<file path="config.mk">
export PLATFORM = sky130hd
export DESIGN_NAME = unique_stack_with_search_flat
export DESIGN_NICKNAME = d
export VERILOG_FILES = /design/src/rtl/ustk_pkg.sv /design/src/rtl/ustk_if.sv /design/src/rtl/ustk_cell.sv /design/src/rtl/unique_stack_with_search.sv /design/src/flat_wrapper.sv
export VERILOG_INCLUDE_DIRS = /design/src /design/src/rtl
export SDC_FILE = /design/constraint.sdc
export NUM_CORES = 2
export LEC_CHECK = 0
export BUFFER_PORTS_ARGS = -buffer_cell sky130_fd_sc_hd__buf_2
export CELL_PAD_IN_SITES_DETAIL_PLACEMENT = 1
export CELL_PAD_IN_SITES_GLOBAL_PLACEMENT = 1
export CORE_MARGIN = 4
export CORE_UTILIZATION = 40
export CTS_CLUSTER_SIZE = 40
export DETAILED_ROUTE_END_ITERATION = 8
export PLACE_DENSITY_LB_ADDON = 0.15
export RECOVER_POWER = 50
export SYNTH_ARGS = -nofsm -noshare
export SYNTH_HDL_FRONTEND = slang
export SYNTH_SLANG_ARGS = --single-unit
export TNS_END_PERCENT = 50
</file>
<file path="constraint.sdc">
create_clock -name clk -period 6.2 [get_ports clk]
set_input_delay 0.62 -clock clk [delete_from_list [all_inputs] [get_ports clk]]
set_output_delay 0.62 -clock clk [all_outputs]
set_load 0.05 [all_outputs]
</file>
<file path="src/rtl/assert_macros.svh">
// Assertion macros shared by the RTL.
`ifndef ASSERT_MACROS_SVH
`define ASSERT_MACROS_SVH
`ifndef SYNTH
`define AST_CHK(lbl, prp, msg) \
  lbl: assert property (@(posedge clk) disable iff (!rst_n) prp) else $error(msg);
`define AST_ANY(lbl, prp, msg) \
  lbl: assert property (@(posedge clk) prp) else $error(msg);
`else
`define AST_CHK(lbl, prp, msg)
`define AST_ANY(lbl, prp, msg)
`endif
`endif

</file>
<file path="src/rtl/ustk_pkg.sv">
// Types and codes for the unique stack with search.
`default_nettype none
package ustk_pkg;

  localparam logic [1:0] FN_PUSH = 2'd0;
  localparam logic [1:0] FN_POP  = 2'd1;
  localparam logic [1:0] FN_LOC  = 2'd2;

  localparam logic [2:0] ST_OK       = 3'd0;
  localparam logic [2:0] ST_DUP      = 3'd1;
  localparam logic [2:0] ST_FULL     = 3'd2;
  localparam logic [2:0] ST_NOTFOUND = 3'd3;
  localparam logic [2:0] ST_EMPTY    = 3'd4;

  typedef struct packed {
    logic [1:0]         func;
    logic signed [31:0] value;
  } in_beat_t;

  typedef struct packed {
    logic [2:0] status;
    logic [5:0] position;
    logic [5:0] popped;
    logic [5:0] count;
  } out_beat_t;

  // search token passed from cell to cell
  typedef struct packed {
    logic act;
    logic hit;
  } tok_t;

endpackage
`default_nettype wire

</file>
<file path="src/rtl/ustk_if.sv">
// Valid/ready channel interfaces for input and result beats.
`default_nettype none
interface ustk_in_if;
  import ustk_pkg::*;
  logic     valid;
  logic     ready;
  in_beat_t data;
  modport source (output valid, output data, input ready);
  modport sink (input valid, input data, output ready);
endinterface

interface ustk_out_if;
  import ustk_pkg::*;
  logic      valid;
  logic      ready;
  out_beat_t data;
  modport source (output valid, output data, input ready);
  modport sink (input valid, input data, output ready);
endinterface
`default_nettype wire

</file>
<file path="src/rtl/ustk_cell.sv">
// One stack slot: holds an entry and compares it against the passing search token.
`default_nettype none
module ustk_cell #(
  parameter int DEPTH = 32,
  parameter int INDEX = 0
) (
  input  wire logic                         clk,
  input  wire logic                         rst_n,
  input  wire logic [$clog2(DEPTH+1)-1:0]   fill,
  input  wire logic [31:0]                  key,
  input  wire logic                         we,
  input  wire ustk_pkg::tok_t               tok_in,
  input  wire logic [$clog2(DEPTH)-1:0]     idx_in,
  output ustk_pkg::tok_t                    tok_out,
  output logic [$clog2(DEPTH)-1:0]          idx_out
);
  import ustk_pkg::*;

  localparam int CW = $clog2(DEPTH + 1);
  localparam int IW = $clog2(DEPTH);
  localparam logic [CW-1:0] MY_POS = CW'(INDEX);
  localparam logic [IW-1:0] MY_IDX = IW'(INDEX);

  logic [31:0]   entry_r;
  tok_t          tok_r;
  logic [IW-1:0] idx_r;
  logic          match;

  assign match = tok_in.act && !tok_in.hit && (MY_POS < fill) && (entry_r == key);

  always_ff @(posedge clk) begin
    if (!rst_n) begin
      tok_r <= '0;
    end else begin
      tok_r.act <= tok_in.act;
      tok_r.hit <= tok_in.hit | match;
    end
  end

  always_ff @(posedge clk) begin
    idx_r <= match ? MY_IDX : idx_in;
    if (we && (fill == MY_POS)) begin
      entry_r <= key;
    end
  end

  assign tok_out = tok_r;
  assign idx_out = idx_r;

endmodule
`default_nettype wire

</file>
<file path="src/rtl/unique_stack_with_search.sv">
// Top level: bounded duplicate-free stack searched by a token walking a row of cells.
//
//   channel  dir  beat fields                         handshake
//   in_if    in   func, value                         valid/ready
//   out_if   out  status, position, popped, count     valid/ready
//
// One beat at a time; the next beat is accepted only after the result of the last has
// been registered, with the search token stepping one cell per clock along the row.
// The result sits in an output register; a new beat is taken while it waits.
// A stalled result holds the controller in its done state until out_if.ready.
// Reset (rst_n low, synchronous) empties the stack; entry contents are not cleared.
`default_nettype none
`include "assert_macros.svh"
module unique_stack_with_search #(
  parameter int DEPTH = 32
) (
  input wire logic   clk,
  input wire logic   rst_n,
  ustk_in_if.sink    in_if,
  ustk_out_if.source out_if
);
  import ustk_pkg::*;

  localparam int CW = $clog2(DEPTH + 1);
  localparam int IW = $clog2(DEPTH);
  localparam logic [CW-1:0] DEPTH_C = CW'(DEPTH);

  localparam logic [1:0] S_IDLE = 2'd0;
  localparam logic [1:0] S_SRCH = 2'd1;
  localparam logic [1:0] S_DONE = 2'd2;

  logic [1:0]    state_r, state_nxt;
  logic [1:0]    func_r, func_nxt;
  logic [31:0]   key_r, key_nxt;
  logic          start_r, start_nxt;
  logic          hit_r, hit_nxt;
  logic [IW-1:0] idx_r, idx_nxt;
  logic [CW-1:0] fill_r, fill_nxt;
  logic          out_valid_r, out_valid_nxt;
  out_beat_t     out_data_r;

  logic          in_fire;
  logic          res_fire;
  logic          we;
  logic [CW-1:0] found_pos;
  logic [2:0]    res_status;
  logic [CW-1:0] res_pos;
  logic [CW-1:0] res_popped;
  logic [CW-1:0] res_fill;

  tok_t          tok_c [DEPTH+1];
  logic [IW-1:0] idx_c [DEPTH+1];

  assign tok_c[0] = '{act: start_r, hit: 1'b0};
  assign idx_c[0] = '0;

  for (genvar i = 0; i < DEPTH; i++) begin : g_cell
    ustk_cell #(.DEPTH(DEPTH), .INDEX(i)) u_cell (
      .clk     (clk),
      .rst_n   (rst_n),
      .fill    (fill_r),
      .key     (key_r),
      .we      (we),
      .tok_in  (tok_c[i]),
      .idx_in  (idx_c[i]),
      .tok_out (tok_c[i+1]),
      .idx_out (idx_c[i+1])
    );
  end

  assign in_if.ready = (state_r == S_IDLE);
  assign in_fire     = in_if.valid && in_if.ready;
  assign res_fire    = (state_r == S_DONE) && (!out_valid_r || out_if.ready);

  always_comb begin
    state_nxt = state_r;
    func_nxt  = func_r;
    key_nxt   = key_r;
    start_nxt = 1'b0;
    hit_nxt   = hit_r;
    idx_nxt   = idx_r;
    unique case (state_r)
      S_IDLE: begin
        if (in_fire) begin
          func_nxt  = in_if.data.func;
          key_nxt   = in_if.data.value;
          start_nxt = 1'b1;
          state_nxt = S_SRCH;
        end
      end
      S_SRCH: begin
        if (tok_c[DEPTH].act) begin
          hit_nxt   = tok_c[DEPTH].hit;
          idx_nxt   = idx_c[DEPTH];
          state_nxt = S_DONE;
        end
      end
      S_DONE: begin
        if (res_fire) begin
          state_nxt = S_IDLE;
        end
      end
      default: state_nxt = S_IDLE;
    endcase
  end

  assign found_pos = CW'(idx_r) + CW'(1);

  always_comb begin
    res_status = ST_OK;
    res_pos    = '0;
    res_popped = '0;
    res_fill   = fill_r;
    we         = 1'b0;
    unique case (func_r)
      FN_PUSH: begin
        if (hit_r) begin
          res_status = ST_DUP;
          res_pos    = found_pos;
        end else if (fill_r == DEPTH_C) begin
          res_status = ST_FULL;
        end else begin
          we       = res_fire;
          res_fill = fill_r + CW'(1);
          res_pos  = res_fill;
        end
      end
      FN_POP, FN_LOC: begin
        if (fill_r == '0) begin
          res_status = ST_EMPTY;
        end else if (!hit_r) begin
          res_status = ST_NOTFOUND;
        end else begin
          res_pos = found_pos;
          if (func_r == FN_POP) begin
            res_popped = fill_r - CW'(idx_r);
            res_fill   = CW'(idx_r);
          end
        end
      end
      default: ;
    endcase
  end

  assign fill_nxt      = res_fire ? res_fill : fill_r;
  assign out_valid_nxt = res_fire ? 1'b1 : (out_if.ready ? 1'b0 : out_valid_r);

  always_ff @(posedge clk) begin
    if (!rst_n) begin
      state_r     <= S_IDLE;
      start_r     <= 1'b0;
      fill_r      <= '0;
      out_valid_r <= 1'b0;
    end else begin
      state_r     <= state_nxt;
      start_r     <= start_nxt;
      fill_r      <= fill_nxt;
      out_valid_r <= out_valid_nxt;
    end
  end

  always_ff @(posedge clk) begin
    func_r <= func_nxt;
    key_r  <= key_nxt;
    hit_r  <= hit_nxt;
    idx_r  <= idx_nxt;
    if (res_fire) begin
      out_data_r.status   <= res_status;
      out_data_r.position <= 6'(res_pos);
      out_data_r.popped   <= 6'(res_popped);
      out_data_r.count    <= 6'(res_fill);
    end
  end

  assign out_if.valid = out_valid_r;
  assign out_if.data  = out_data_r;

  `AST_CHK(a_fill_bound, fill_r <= DEPTH_C, "fill above depth")
  `AST_CHK(a_tok_in_srch, tok_c[DEPTH].act |-> state_r == S_SRCH, "token left row outside search")
  `AST_CHK(a_fill_on_res, !$stable(fill_r) |-> $past(res_fire), "fill moved without a result")
  `AST_CHK(a_out_from_done, $rose(out_valid_r) |-> $past(state_r == S_DONE), "result without search")
  `AST_ANY(a_rst_idle, !rst_n |=> state_r == S_IDLE && !out_valid_r, "reset did not idle")

endmodule
`default_nettype wire

</file>
<file path="src/flat_wrapper.sv">
// flat-port wrapper written by rule: the top's interface ports become plain ports
module unique_stack_with_search_flat import ustk_pkg::*;
#(
  parameter int DEPTH = 32
)
  (clk, rst_n, in_if_valid, in_if_data, in_if_ready, out_if_valid, out_if_data, out_if_ready);
  ustk_in_if in_if_i ();
  ustk_out_if out_if_i ();
  input wire logic clk;
  input wire logic rst_n;
  input wire logic [$bits(in_if_i.valid)-1:0] in_if_valid;
  input wire logic [$bits(in_if_i.data)-1:0] in_if_data;
  output wire logic [$bits(in_if_i.ready)-1:0] in_if_ready;
  output wire logic [$bits(out_if_i.valid)-1:0] out_if_valid;
  output wire logic [$bits(out_if_i.data)-1:0] out_if_data;
  input wire logic [$bits(out_if_i.ready)-1:0] out_if_ready;
  assign in_if_i.valid = in_if_valid;
  assign in_if_i.data = in_if_data;
  assign in_if_ready = in_if_i.ready;
  assign out_if_valid = out_if_i.valid;
  assign out_if_data = out_if_i.data;
  assign out_if_i.ready = out_if_ready;
  unique_stack_with_search #(.DEPTH(DEPTH)) u_core (.clk(clk), .rst_n(rst_n), .in_if(in_if_i), .out_if(out_if_i));
endmodule
</file>
==> summary.md <==
| Metric | Value |
|---|---|
| CP startpoint kind | `flip-flop` |
| Comb pwr share | `4.5%` |
| Total power | `18.32 mW` |
| Internal power | `14.36 mW` |
| Setup TNS | `0 ns` |
| Initial DRC count | `2,437` |
| Post-CTS Resized | `0` |
| Initial Util | `40.48%` |
| CP startpoint | `u_core.key_r[21]` |
| GRT overflow | `0` |
| Critical path's largest stage delay | `2.17 ns` |
| First-pass GRT wire length | `208,000 um` |
| Crit path kind | `reg -> reg` |
| Rows | `131` |
| Synthesized cell area | `51,880 um2` |
| H-tree Lvls | `4` |
| # port buffers | `60` |
| Crit path depth | `6` |
| # setup viols final | `0` |
| Reg2Reg Setup Slack | `1.46 ns` |
| Seq pwr share | `51.4%` |
| Synthesis-stage register bit count | `1,288` |
| DRC errors left | `0` |
| Worst-Margin Slew | `3.585 ns` |
| Critical Path, Cell by Cell | `clkbuf_1 > xor2_1 > nor4_1 > nand4_1 > nor4_2 > nor2b_1` |
| DRT Pass-1 Iters | `5` |
| Hold Vio Cnt, Final | `0` |
| Worst setup endpoint | `u_core.g_cell[17].u_cell.idx_out[1]` |
| Syn Inst Count | `3,320` |
| Total number of vias | `28,050` |
| Seq/Total Area, Yosys | `70.63%` |
| DR WL/cell | `27.22 um` |
| Net switching power | `3.955 mW` |
| Fin. max-slew vios | `435` |
| Clock power share | `44.1%` |
| RR Startpoint | `u_core.key_r[21]` |
| Power Dens Cells | `310.3 nW/um2` |
| Crit path arrival time | `5.35 ns` |
| Top FF cell, synth | `edfxtp_1` |
| Final nets | `3,536` |
| Failing checks | `capacitance limit, slew limit` |
| Die span in x | `368.2 um` |
| HPWL Detailed | `78,850 um` |
| CP bufs+invs | `1` |
| Number of global-route vias before repair | `29,690` |
| Mean post-synth cell area | `15.63 um2` |
| Largest net degree at the start of global routing | `66` |
| Fin crit share | `76.41%` |
| Clk_skew | `0.02452 ns` |
| Syn. warnings | `0` |
| Sw Ratio | `21.59%` |
| Die ar. | `135,500 um2` |
| Crit path required time | `6.81 ns` |
| Critical path endpoint category | `flip-flop` |
| Reg2Reg Depth | `6` |
| Post-synth ARST share | `0%` |
| Peak supply drop | `290.0 uV` |
| CTS Root Buffer Type | `clkbuf_16` |
| CP max stage cell | `clkbuf_1` |
| Reg clk slew, reported paths | `0.06 ns` |
| Outcome | `finished with violations` |
| Clock buffer depth | `3` |
| Total GRT Usage | `21.18%` |
| Max frequency | `0.2111 GHz` |
| Syn Nets | `3,373` |
| RSZ-0062 raised after global routing | `false` |
| Crit-path max FO | `32` |
| Leakage power | `19.48 nW` |
| Initial antenna violation count | `1` |
| Die Span Y | `368.2 um` |
| Core region area | `128,200 um2` |
| CP top delay family | `buffers and inverters` |
| Distinct cell type count after synthesis | `66` |
| CTS tree | `done` |
| Boundary pin count | `61` |
| Min-Delay Path Class | `in -> reg` |
| Post-synth EDFFs | `1,085` |
| Final wirelength | `144,900 um` |
| Reg-to-Reg End | `u_core.g_cell[17].u_cell.idx_out[1]` |
| Min-Delay Startpoint | `in_if_data[27]` |
| Final ANT Viol Nets | `0` |
| Max Cap Violations | `15` |
| Placer congestion estimate | `0.8330` |
| Area growth syn-to-layout | `13.77%` |
| CTS Buf Count | `139` |
| Tmin final | `4.737 ns` |
| Via/cell ratio | `5.268` |
| Layout cell share with drive strength beyond 1 | `10.85%` |
| Clock Sinks | `1,288` |
| Postcts setup bufs | `0` |
| Clk_lat worst skew | `0.76 ns` |
| Slew headroom | `-139.0%` |
area by class of cell:
class / count / area (um2)
fillers: 12450 / 69150
flip-flops and latches: 1288 / 36650
multi-input cells: 1826 / 14140
clock buffers: 199 / 4105
well taps: 1729 / 2163
repair buffers: 181 / 1436
clock inverters: 52 / 357.8
inverters: 47 / 176.4
diodes: 3 / 7.507
logic make-up after synthesis:
family                   Yosys count  synth area share [%]
AO/OA/AOI/OAI                    117                 1.652
XOR/XNOR                        1023                 17.27
adder cells (fa/ha/maj)           15                0.3762
buffers and inverters            206                 2.255
flip-flops                      1288                 70.63
multiplexers                       1               0.02170
AND/OR/NAND/NOR                  670                 7.799
registers in the layout (all words and copies together) (netlist names), 2 cells and up:
register / cells
u_core.state_r: 2
u_core.key_r: 32
u_core.out_if.data: 21
u_core.g_cell.u_cell.idx_out: 129
u_core.fill_r: 6
u_core.idx_r: 5
u_core.func_r: 2
u_core.g_cell.u_cell.tok_out: 64
u_core.g_cell.u_cell.entry_r: 1024
power groups by stage:
stage	registers [mW]	logic, mW	clock network (mW)
after CTS	9.42	0.848	8.26
after global placement	9.60	0.802	0
after global routing	9.42	0.880	8.64
after detailed placement	9.60	0.832	0
final	9.42	0.824	8.07
after floorplan	9.63	0.449	0
cells in the mapped netlist (40+ instances only):
cell	count	share of area (%)
nor4_1	164	2.0
nand3_1	43	0.41
nand4_1	115	1.4
inv_1	47	0.34
and2_1	56	0.68
nor2_1	55	0.40
dfxtp_1	203	7.8
edfxtp_1	1085	63
or2_2	40	0.48
xnor2_1	384	6.5
buf_2	86	0.83
xor2_1	639	11
worst min-delay path by stage:
stage	to	depth (start not counted)	slack, ns
floorplan	u_core.g_cell[24].u_cell.idx_out[3]	1	0.39
global placement	u_core.g_cell[13].u_cell.idx_out[2]	1	0.39
detailed placement	u_core.g_cell[13].u_cell.idx_out[2]	1	0.39
CTS	u_core.key_r[4]	1	0.0001
global route	u_core.key_r[27]	1	0.02
finish	u_core.key_r[27]	1	0.06
placed cells by master, fill, tap and decap left out, drive strengths merged, types with 8 or more instances in the layout:
cell type and n:
dlygate4sd3 25, o21a 22, nand2 37, nand3 44
xor2 639, o21ai 12, nor3 28, or4 8
nor2b 31, xnor2 384, nor4 177, nand4 115
or2 47, o2111ai 8, buf 98, clkbuf 257
ha 14, inv 51, clkinv 45, nand2b 38
dfxtp 203, nor2 55, and2 57, nor3b 12
edfxtp 1085, a21oi 28
timing repair:
action                                  CTS  global route
hold buffers                             25             0
endpoints found under the hold margin    25             0
endpoints found under the setup margin    0             0
through the flow:
| stage | util (%) | hold WS (ns) | worst slack (ns) | instances | area [um2] |
|---|---|---|---|---|---|
| detailed placement | 42.52 | 0.3947 | 2.110 | 5046 | 54500 |
| CTS | 46.19 | 0.0001109 | 2.086 | 5322 | 59210 |
| global placement | 42.52 | 0.3945 | 2.192 | 5046 | 54500 |
| global route | 46.05 | 0.02176 | 1.108 | 5322 | 59020 |
| floorplan | - | 0.3855 | 1.613 | 3320 | 51880 |
| finish | 46.05 | 0.06281 | 1.463 | 5325 | 59030 |
metal layers:
metal  track usage [%]  vias to the layer above  routed length (um)
li1                  -                    12280                   -
met1             29.63                    14820               66150
met2             34.29                      761               68320
met3             3.444                      197                7223
met4             5.943                        0                3237
met5                 0                        -                   0
Power figures use the tool's default switching activity.
